--- config.mk ---
export PLATFORM = sky130hd
export DESIGN_NAME = sorted_priority_queue_unit
export DESIGN_NICKNAME = d
export VERILOG_FILES = /design/src/rtl/core/spq_pkg.sv /design/src/rtl/core/spq_cell.sv /design/src/rtl/core/sorted_priority_queue_unit.sv
export SDC_FILE = /design/constraint.sdc
export NUM_CORES = 2
export LEC_CHECK = 0
export BUFFER_PORTS_ARGS = -buffer_cell sky130_fd_sc_hd__buf_4
export CORE_ASPECT_RATIO = 0.75
export CORE_MARGIN = 5
export CORE_UTILIZATION = 57
export DETAILED_ROUTE_END_ITERATION = 6
export PLACE_DENSITY = 0.75
export SETUP_SLACK_MARGIN = 0.4
export SYNTH_ARGS = -nofsm -noshare
export SYNTH_HDL_FRONTEND = slang
export SYNTH_SLANG_ARGS = --single-unit
--- constraint.sdc ---
create_clock -name clk -period 4.8 [get_ports clk]
set_input_delay 0.96 -clock clk [delete_from_list [all_inputs] [get_ports clk]]
set_output_delay 0.96 -clock clk [all_outputs]
set_load 0.1 [all_outputs]
--- src/rtl/core/spq_pkg.sv ---
package spq_pkg;

    localparam int SPQ_CAPACITY      = 16;
    localparam int SPQ_PRIORITY_BITS = 8;
    localparam int SPQ_DATA_W        = 32;
    localparam int SPQ_PRIO_OUT_W    = 8;
    localparam int SPQ_COUNT_OUT_W   = 5;

    typedef enum logic
    {
        CMD_INSERT = 1'b0,
        CMD_REMOVE = 1'b1
    } spq_cmd_t;

    typedef enum logic [1:0]
    {
        STATUS_OK           = 2'd0,
        STATUS_INSERT_FULL  = 2'd1,
        STATUS_REMOVE_EMPTY = 2'd2
    } spq_status_t;

    typedef struct packed
    {
        spq_cmd_t                command;
        logic signed [31:0]      item_data;
        logic [7:0]              item_priority;
    } spq_item_t;

    typedef struct packed
    {
        logic                    removed_valid;
        logic signed [31:0]      removed_data;
        logic [7:0]              removed_priority;
        logic signed [31:0]      front_data;
        logic [7:0]              front_priority;
        logic                    queue_empty;
        logic [4:0]              entry_count;
        spq_status_t             status;
    } spq_result_t;

    // per-cycle control broadcast to every cell
    typedef struct packed
    {
        logic insert_en;
        logic remove_en;
    } spq_ctl_t;

endpackage

--- src/rtl/core/spq_cell.sv ---
module spq_cell
    import spq_pkg::*;
#(
    parameter int PRIORITY_BITS = SPQ_PRIORITY_BITS
)
(
    input  logic                     clk,
    input  spq_ctl_t                 ctl,
    input  logic [SPQ_DATA_W-1:0]    new_data,
    input  logic [PRIORITY_BITS-1:0] new_prio,
    input  logic                     occupied,
    input  logic                     left_gt,
    input  logic [SPQ_DATA_W-1:0]    left_data,
    input  logic [PRIORITY_BITS-1:0] left_prio,
    input  logic [SPQ_DATA_W-1:0]    right_data,
    input  logic [PRIORITY_BITS-1:0] right_prio,
    output logic                     self_gt,
    output logic [SPQ_DATA_W-1:0]    data,
    output logic [PRIORITY_BITS-1:0] prio
);

    logic [SPQ_DATA_W-1:0]    data_reg;
    logic [SPQ_DATA_W-1:0]    data_next;
    logic [PRIORITY_BITS-1:0] prio_reg;
    logic [PRIORITY_BITS-1:0] prio_next;

    // held entry strictly behind the new one: it moves down a place on insert
    assign self_gt = occupied && (prio_reg > new_prio);

    always_comb
    begin
        data_next = data_reg;
        prio_next = prio_reg;
        if (ctl.remove_en)
        begin
            data_next = right_data;
            prio_next = right_prio;
        end
        else if (ctl.insert_en)
        begin
            if (left_gt)
            begin
                data_next = left_data;
                prio_next = left_prio;
            end
            else if (self_gt || !occupied)
            begin
                data_next = new_data;
                prio_next = new_prio;
            end
        end
    end

    always_ff @(posedge clk)
    begin
        data_reg <= data_next;
        prio_reg <= prio_next;
    end

    assign data = data_reg;
    assign prio = prio_reg;

endmodule

--- src/rtl/core/sorted_priority_queue_unit.sv ---
// The result strobes on done in the cycle after start is taken.
// Throughput: one command per cycle; busy is never raised.
// Every cell compares its priority against the new one and shifts in
// parallel, so the chain length does not change the rate.
// Reset clears the count, the status and the strobe; cell contents stay as they are.
// The receiver cannot stall: done is high for a single cycle per result.
module sorted_priority_queue_unit
    import spq_pkg::*;
#(
    parameter int CAPACITY      = SPQ_CAPACITY,
    parameter int PRIORITY_BITS = SPQ_PRIORITY_BITS
)
(
    input  logic        clk,
    input  logic        rst_n,
    input  logic        start,
    input  spq_item_t   item,
    output logic        busy,
    output logic        done,
    output spq_result_t result
);

    localparam int CNT_W = $clog2(CAPACITY + 1);

    logic [CNT_W-1:0]         count_reg;
    logic [CNT_W-1:0]         count_next;
    logic                     done_reg;
    logic                     removed_valid_reg;
    logic [SPQ_DATA_W-1:0]    removed_data_reg;
    logic [PRIORITY_BITS-1:0] removed_prio_reg;
    spq_status_t              status_reg;
    spq_status_t              status_next;

    logic                     accept;
    logic                     full;
    logic                     empty;
    spq_ctl_t                 ctl;
    logic [PRIORITY_BITS-1:0] new_prio;
    logic [PRIORITY_BITS+7:0] new_prio_ext;

    logic [CAPACITY-1:0]      occ;
    logic [CAPACITY-1:0]      gt;
    logic [SPQ_DATA_W-1:0]    cell_data [CAPACITY];
    logic [PRIORITY_BITS-1:0] cell_prio [CAPACITY];

    logic [PRIORITY_BITS+7:0] front_prio_ext;
    logic [PRIORITY_BITS+7:0] removed_prio_ext;
    logic [CNT_W+4:0]         count_ext;

    assign busy         = 1'b0;
    assign accept       = start && !busy;
    assign full         = (count_reg == CNT_W'(CAPACITY));
    assign empty        = (count_reg == '0);
    assign new_prio_ext = {{PRIORITY_BITS{1'b0}}, item.item_priority};
    assign new_prio     = new_prio_ext[PRIORITY_BITS-1:0];

    always_comb
    begin
        ctl.insert_en = 1'b0;
        ctl.remove_en = 1'b0;
        count_next    = count_reg;
        status_next   = STATUS_OK;
        unique case (item.command)
            CMD_INSERT:
            begin
                if (full)
                begin
                    status_next = STATUS_INSERT_FULL;
                end
                else
                begin
                    ctl.insert_en = accept;
                    count_next    = count_reg + CNT_W'(1);
                end
            end
            CMD_REMOVE:
            begin
                if (empty)
                begin
                    status_next = STATUS_REMOVE_EMPTY;
                end
                else
                begin
                    ctl.remove_en = accept;
                    count_next    = count_reg - CNT_W'(1);
                end
            end
            default:
            begin
                status_next = STATUS_OK;
            end
        endcase
    end

    genvar i;
    generate
        for (i = 0; i < CAPACITY; i++)
        begin : g_cell
            logic                     l_gt;
            logic [SPQ_DATA_W-1:0]    l_data;
            logic [PRIORITY_BITS-1:0] l_prio;
            logic [SPQ_DATA_W-1:0]    r_data;
            logic [PRIORITY_BITS-1:0] r_prio;

            assign occ[i] = (CNT_W'(i) < count_reg);

            if (i == 0)
            begin : g_head
                assign l_gt   = 1'b0;
                assign l_data = '0;
                assign l_prio = '0;
            end
            else
            begin : g_body
                assign l_gt   = gt[i-1];
                assign l_data = cell_data[i-1];
                assign l_prio = cell_prio[i-1];
            end

            if (i == CAPACITY - 1)
            begin : g_tail
                assign r_data = '0;
                assign r_prio = '0;
            end
            else
            begin : g_mid
                assign r_data = cell_data[i+1];
                assign r_prio = cell_prio[i+1];
            end

            spq_cell #(
                .PRIORITY_BITS (PRIORITY_BITS)
            ) u_cell (
                .clk        (clk),
                .ctl        (ctl),
                .new_data   (item.item_data),
                .new_prio   (new_prio),
                .occupied   (occ[i]),
                .left_gt    (l_gt),
                .left_data  (l_data),
                .left_prio  (l_prio),
                .right_data (r_data),
                .right_prio (r_prio),
                .self_gt    (gt[i]),
                .data       (cell_data[i]),
                .prio       (cell_prio[i])
            );
        end
    endgenerate

    always_ff @(posedge clk or negedge rst_n)
    begin
        if (!rst_n)
        begin
            count_reg  <= '0;
            done_reg   <= 1'b0;
            status_reg <= STATUS_OK;
        end
        else
        begin
            done_reg <= accept;
            if (accept)
            begin
                count_reg  <= count_next;
                status_reg <= status_next;
            end
        end
    end

    always_ff @(posedge clk)
    begin
        if (accept)
        begin
            removed_valid_reg <= ctl.remove_en;
            removed_data_reg  <= ctl.remove_en ? cell_data[0] : '0;
            removed_prio_reg  <= ctl.remove_en ? cell_prio[0] : '0;
        end
    end

    assign front_prio_ext   = {8'd0, cell_prio[0]};
    assign removed_prio_ext = {8'd0, removed_prio_reg};
    assign count_ext        = {5'd0, count_reg};

    assign done                    = done_reg;
    assign result.removed_valid    = removed_valid_reg;
    assign result.removed_data     = removed_data_reg;
    assign result.removed_priority = removed_prio_ext[7:0];
    assign result.front_data       = empty ? '0 : cell_data[0];
    assign result.front_priority   = empty ? '0 : front_prio_ext[7:0];
    assign result.queue_empty      = empty;
    assign result.entry_count      = count_ext[4:0];
    assign result.status           = status_reg;

endmodule

## After elaboration in Yosys (flattened, before gate mapping)

Index checks and enable logic that the tools add are counted.

| storage, ports and cells | value |
|---|---|
| register bits | 689 |
| input bits | 44 |
| output and inout bits | 91 |
| word-level logic and storage cells | 293 |

| cells by class | value |
|---|---|
| $add $sub $neg | 2 |
| $lt $le $gt $ge | 32 |
| eq/ne operators | 3 |
| mux-type cells | 134 |
| bitwise gates (word level) | 1 |
| reduce and logical (&&, ||, !) cells | 83 |

Operators with widths:

| cell | number |
|---|---|
| $mux W32 | 62 |
| $mux W8 | 62 |
| $gt A8 B8 Y1 | 16 |
| $reduce_bool A3 Y1 | 14 |
| $lt A4 B5 Y1 const A | 8 |
| $reduce_and A2 Y1 | 16 |
| $lt A3 B5 Y1 const A | 4 |
| $logic_and A1 B1 Y1 | 16 |
| $logic_not A1 Y1 | 16 |
| $logic_or A1 B1 Y1 | 16 |
| $lt A1 B5 Y1 const A | 2 |
| $lt A2 B5 Y1 const A | 2 |
| $mux W5 | 2 |
| $pmux W5 S2 | 1 |
| $reduce_bool A2 Y1 | 3 |
| $add A5 B1 Y5 const B | 1 |
| $eq A5 B5 Y1 const B | 1 |
| $logic_not A5 Y1 | 1 |
| $mux W1 | 5 |
| $sub A5 B1 Y5 const B | 1 |
| $ne A2 B2 Y1 const B | 2 |
| $pmux W2 S2 | 1 |
| $reduce_and A3 Y1 | 1 |
| $mux W2 | 1 |
| $not A1 Y1 | 1 |

## Depth between registers and ports, before layout

| logic depth | value |
|---|---|
| word-level depth | 7 |
| depth in mapped cells | 12 |
| gate-level depth less buffers | 8 |

## Modules after synthesis

A second synthesis with hierarchy kept.

| second synthesis, totals | value |
|---|---|
| cell total of the unflattened synthesis | 3534 |
| area total of the unflattened synthesis | 39459.1 um2 |

By module, submodules not included:

| module | instances | cells each | area an instance (um2) | seq. area each (um2) |
|---|---|---|---|---|
| spq_cell | 16 | 208 | 2309.7 | 1201.2 |
| sorted_priority_queue_unit | 1 | 206 | 2503.7 | 1431.4 |

## Worst setup path before layout

OpenSTA, ideal clock, no wires.

| path | value |
|---|---|
| kind | register to register |
| from | register count_reg[0] |
| to | register g_cell[7].u_cell.data_reg[0], enable pin |
| library setup time | 0.461 ns |
| arrival | 4.784 ns |
| slack | -0.445 ns |
| cell stages (with the launch flop) | 12 |
| buffers on the path | 6 |
| period minus slack after synthesis | 5.245 ns |
| cell sequence | dfrtp_1 > clkbuf_1 > inv_1 > ha_1 > nand2_2 > nand3_2 > buf_4 > buf_4 > buf_4 > buf_4 > buf_4 > a41oi_1 |

| on the way | value |
|---|---|
| word-level cells in the longest chain between the ends | 5 |
| elaborated cells on any way between the ends | 15 |
| classes of those cells | order compare: 2; eq/ne: 1; mux: 4; reduce/logical: 8 |

RTL lines:

| what | RTL line | source |
|---|---|---|
| start: declaration | sorted_priority_queue_unit.sv:25 | `logic [CNT_W-1:0] count_reg;` |
| start signal: assignment | sorted_priority_queue_unit.sv:164 | `count_reg <= count_next;` |
| $lt A3 B5 Y1, or another cell as far along | sorted_priority_queue_unit.sv:105 | `assign occ[i] = (CNT_W'(i) < count_reg);` |
| $logic_and A1 B1 Y1, or another cell as far along | spq_cell.sv:28 | `assign self_gt = occupied && (prio_reg > new_prio);` |
| $logic_or A1 B1 Y1 / $mux W1 (equally long branches) | spq_cell.sv:46, sorted_priority_queue_unit.sv:63 |  |
| $reduce_bool A3 Y1 (no line) / $reduce_bool A2 Y1 (equally long branches) | -- |  |
| $reduce_and A2 Y1 (no line) (*) | -- |  |
| end signal: assignment | spq_cell.sv:56 | `data_reg <= data_next;` |
| end: declaration | spq_cell.sv:22 | `logic [SPQ_DATA_W-1:0] data_reg;` |

Mark *: on every way between the ends. The rest lies on a longest branch, timed or not.
A chain may end at the register's enable or synchronous reset.

## Worst setup path in the final report

| path | value |
|---|---|
| from | register count_reg[1] |
| to | register g_cell[2].u_cell.data_reg[31] (data pin) |

| on the way | value |
|---|---|
| word-level cells in the longest chain between the ends | 5 |
| elaborated cells on any way between the ends | 8 |
| classes of those cells | order compare: 1; mux: 5; reduce/logical: 2 |

RTL lines:

| what | RTL line | source |
|---|---|---|
| $lt A1 B5 Y1 | sorted_priority_queue_unit.sv:105 |  |
| $logic_and A1 B1 Y1 | spq_cell.sv:28 |  |
| $mux W32 | spq_cell.sv:41 | `if (left_gt)` |
| $mux W32 | spq_cell.sv:39 | `else if (ctl.insert_en)` |
| $mux W32 (*) | spq_cell.sv:34 | `if (ctl.remove_en)` |
| named net g_cell[2].u_cell.data_next[31] | spq_cell.sv:23 | `logic [SPQ_DATA_W-1:0] data_next;` |
| end signal: assignment | spq_cell.sv:56 |  |
| end: declaration | spq_cell.sv:22 |  |

Mark *: on every way through the listed nets, which the timed path passes. The rest lies on a longest branch. The select of a mux whose other input is x is not followed.

==> metrics <==
die area=74700 um2; post-layout min period=4180 ps; worst-skew pair later-pin latency=620 ps; final net count=3772; synthesized flop and latch total=689; ys flop type=edfxtp_1; CP Capture Type=register; Placed Instances=4416; vias per std cell=7.21; syn nets=3868; fin cells=4542; GP Congestion=0.932; Routed WL=between 100000 and 150000 um; Final Slew Violations=0; CP delay by family, top=buffers and inverters; CP arrival=4650 ps; Final Hold Vio Count=0; Ys Warns=0; synth top area cells=edfxtp_1 49%, a221o_1 9.2%, and3_1 4.7%; Crit Path Max Fanout=79; CP Launch Type=register; CP max stage delay=780 ps; Slew HR=0.174; 1st-iter DRT viols=5604; Inserted Clock Buffers=70; actual slew at the worst max-slew pin=1240 ps; Detailed Routing Iterations Pass 1=6; Crit path required time=5270 ps; via count=32746; asr flop ratio synth=0.0116; RSZ-0062 raised after global routing=no; Lkg Pwr=0.0173 uW; final antenna-violating net count=0; CTS tree=done; Initial Utilization=0.576; worst path cell trace=inv_1 > ha_1 > nand2_2 > nand3_4 > inv_8 > buf_6 > buf_4 > a21oi_1 > nand3_1; CTS clk-pin slew, worst paths=70 ps; initial antenna violation count=1; I/O Buffers=about 130; synth unique cells=56; Post-synth EDFFs=between 600 and 700; Clock Path Buffers=3; Ant. Diodes=0; outcome=finished, final reports clean; power per cell area=656 nW/um2; Syn Inst Count=~3700; Synth top cells by count=641 x edfxtp_1, 363 x a221o_1, 330 x nand3_1, 297 x and3_1, 264 x clkbuf_1; Final Setup Violations=0; remaining global-route overflow=0; Synth top area share=0.487; first-pass GRT wire length=187000 um; sequential share of the synthesized area=0.513; post-synth top area cell=edfxtp_1; max reg flops=between 500 and 600; Max Clock Skew=about 27 ps; Core Area=68500 um2; VDD IR max=between 0.3 and 0.4 mV; site row count=83; Hold Crit Class=input pin to asynchronous set/reset pin; root buf cell=clkbuf_16; hpwl dp=82900 um; number of global-route vias before repair=30060; wire length per cell=27.2 um; Post-Synthesis Mean Instance Area=10.7 um2; period utilisation layout=0.871; synthesized area=39500 um2; Resized Gates After CTS=0; Crit Path Category=register to register; slowest stage cell, crit path=dfrtp_1; CTS H-tree lvls=3; DIE WIDTH=314 um; post-layout util=0.634; Global Route Usage Sum=0.316; Fmax=roughly 240 MHz; Vert. Die Dim=238 um; Pwr Total=28500 uW; count leader, synth=edfxtp_1; layout cells sized above 1=0.122; TNS Setup=0 ps; Ports=roughly 140; Hold Buf Count CTS=0; CP Buf/Inv Count=4; Area growth syn-to-layout=9.98%; Sink Count=689; largest net degree at the start of global routing=between 200 and 300; Setup Buffers After CTS=0; total of max-cap violations=0; DRC errors left=0
[metal layers]
metal  global-route usage  vias up  routed length [um]
li1                     -    14326                   -
met1                0.515    15766               53900
met2                0.408     2477               47800
met3               0.0966      177               19600
met4               0.0676        0                2280
met5                    0        -                   0
[area by class of cell]
class	count	area, um2
repair buffers	248	2050
inverters	39	154
fillers	5412	25100
multi-input cells	2548	17700
well taps	892	1120
clock inverters	44	390
flip-flops and latches	689	20200
clock buffers	82	1830
[where the power goes]
| part | total (uW) | internal [uW] | switching [uW] |
|---|---|---|---|
| combinational | 11300 | 4060 | 7290 |
| clock | 5420 | 3010 | 2400 |
| sequential | 11800 | 9970 | 1790 |
| total | 28500 | 17000 | 11500 |
[cell families (layout without fill, tap and decap cells)]
| group | Yosys count | in the layout | share of synthesized area |
|---|---|---|---|
| and+or+nand+nor | 1333 | 1333 | 0.170 |
| muxes | 80 | 80 | 0.0203 |
| adders and majority gates | 132 | 132 | 0.0418 |
| AOI/OAI and AO/OA | 997 | 997 | 0.204 |
| buffers and inverters | 455 | 413 | 0.0502 |
| other | 1 | 1 | 0.0000949 |
| DFF | 689 | 689 | 0.513 |
| xor gates and xnor gates | 5 | 5 | 0.00111 |
[cells in the final DEF, fill, tap and decap left out, drive strengths merged, types with 4 or more instances in the layout]
cell | synthesis | final
a2111oi | 6 | 6
a211oi | 47 | 47
a21o | 65 | 65
a21oi | 243 | 243
a221o | 363 | 363
a31oi | 5 | 5
and2 | 112 | 112
and3 | 297 | 297
and4 | 4 | 4
buf | 152 | 248
bufinv | 0 | 5
clkbuf | 264 | 82
clkinv | 0 | 34
dfrtp | 8 | 8
dfxtp | 40 | 40
edfxtp | 641 | 641
ha | 132 | 132
inv | 39 | 43
mux2i | 80 | 80
nand2 | 248 | 248
nand2b | 5 | 5
nand3 | 331 | 331
nand4 | 24 | 24
nor2 | 235 | 235
nor2b | 17 | 17
nor3 | 38 | 38
o2111ai | 160 | 160
o211ai | 5 | 5
o21a | 27 | 27
o21ai | 59 | 59
o221ai | 4 | 4
o22ai | 4 | 4
or2 | 9 | 9
or3 | 5 | 5
[path summary, 6_finish.rpt]
| path | slack (ps) | endpoint | cells after the start | from |
|---|---|---|---|---|
| max | 620 | g_cell[2].u_cell.data[31]$_DFFE_PP_ | 9 | count_reg[1]$_DFFE_PN0P_ |
| min | 170 | count_reg[0]$_DFFE_PN0P_ | 1 | rst_n |
| max reg2reg | 620 | g_cell[2].u_cell.data[31]$_DFFE_PP_ | 9 | count_reg[1]$_DFFE_PN0P_ |
| min reg2reg | 540 | status_reg[1]$_DFFE_PN0P_ | 2 | status_reg[1]$_DFFE_PN0P_ |
| max in group asynchronous | 4480 | count_reg[4]$_DFFE_PN0P_ | 1 | rst_n |
| min in group clk | 540 | status_reg[1]$_DFFE_PN0P_ | 2 | status_reg[1]$_DFFE_PN0P_ |
[through the flow]
| step | hold slack (ps) | worst slack (ps) | cell area [um2] |
|---|---|---|---|
| floorplan | 513 | -123 | 39600 |
| global placement | 511 | 672 | 41200 |
| detailed placement | 533 | 601 | 41200 |
| CTS | 139 | 561 | 43400 |
| global route | 162 | 436 | 43400 |
| finish | 166 | 619 | 43400 |
(Power assumes the default switching activity.)
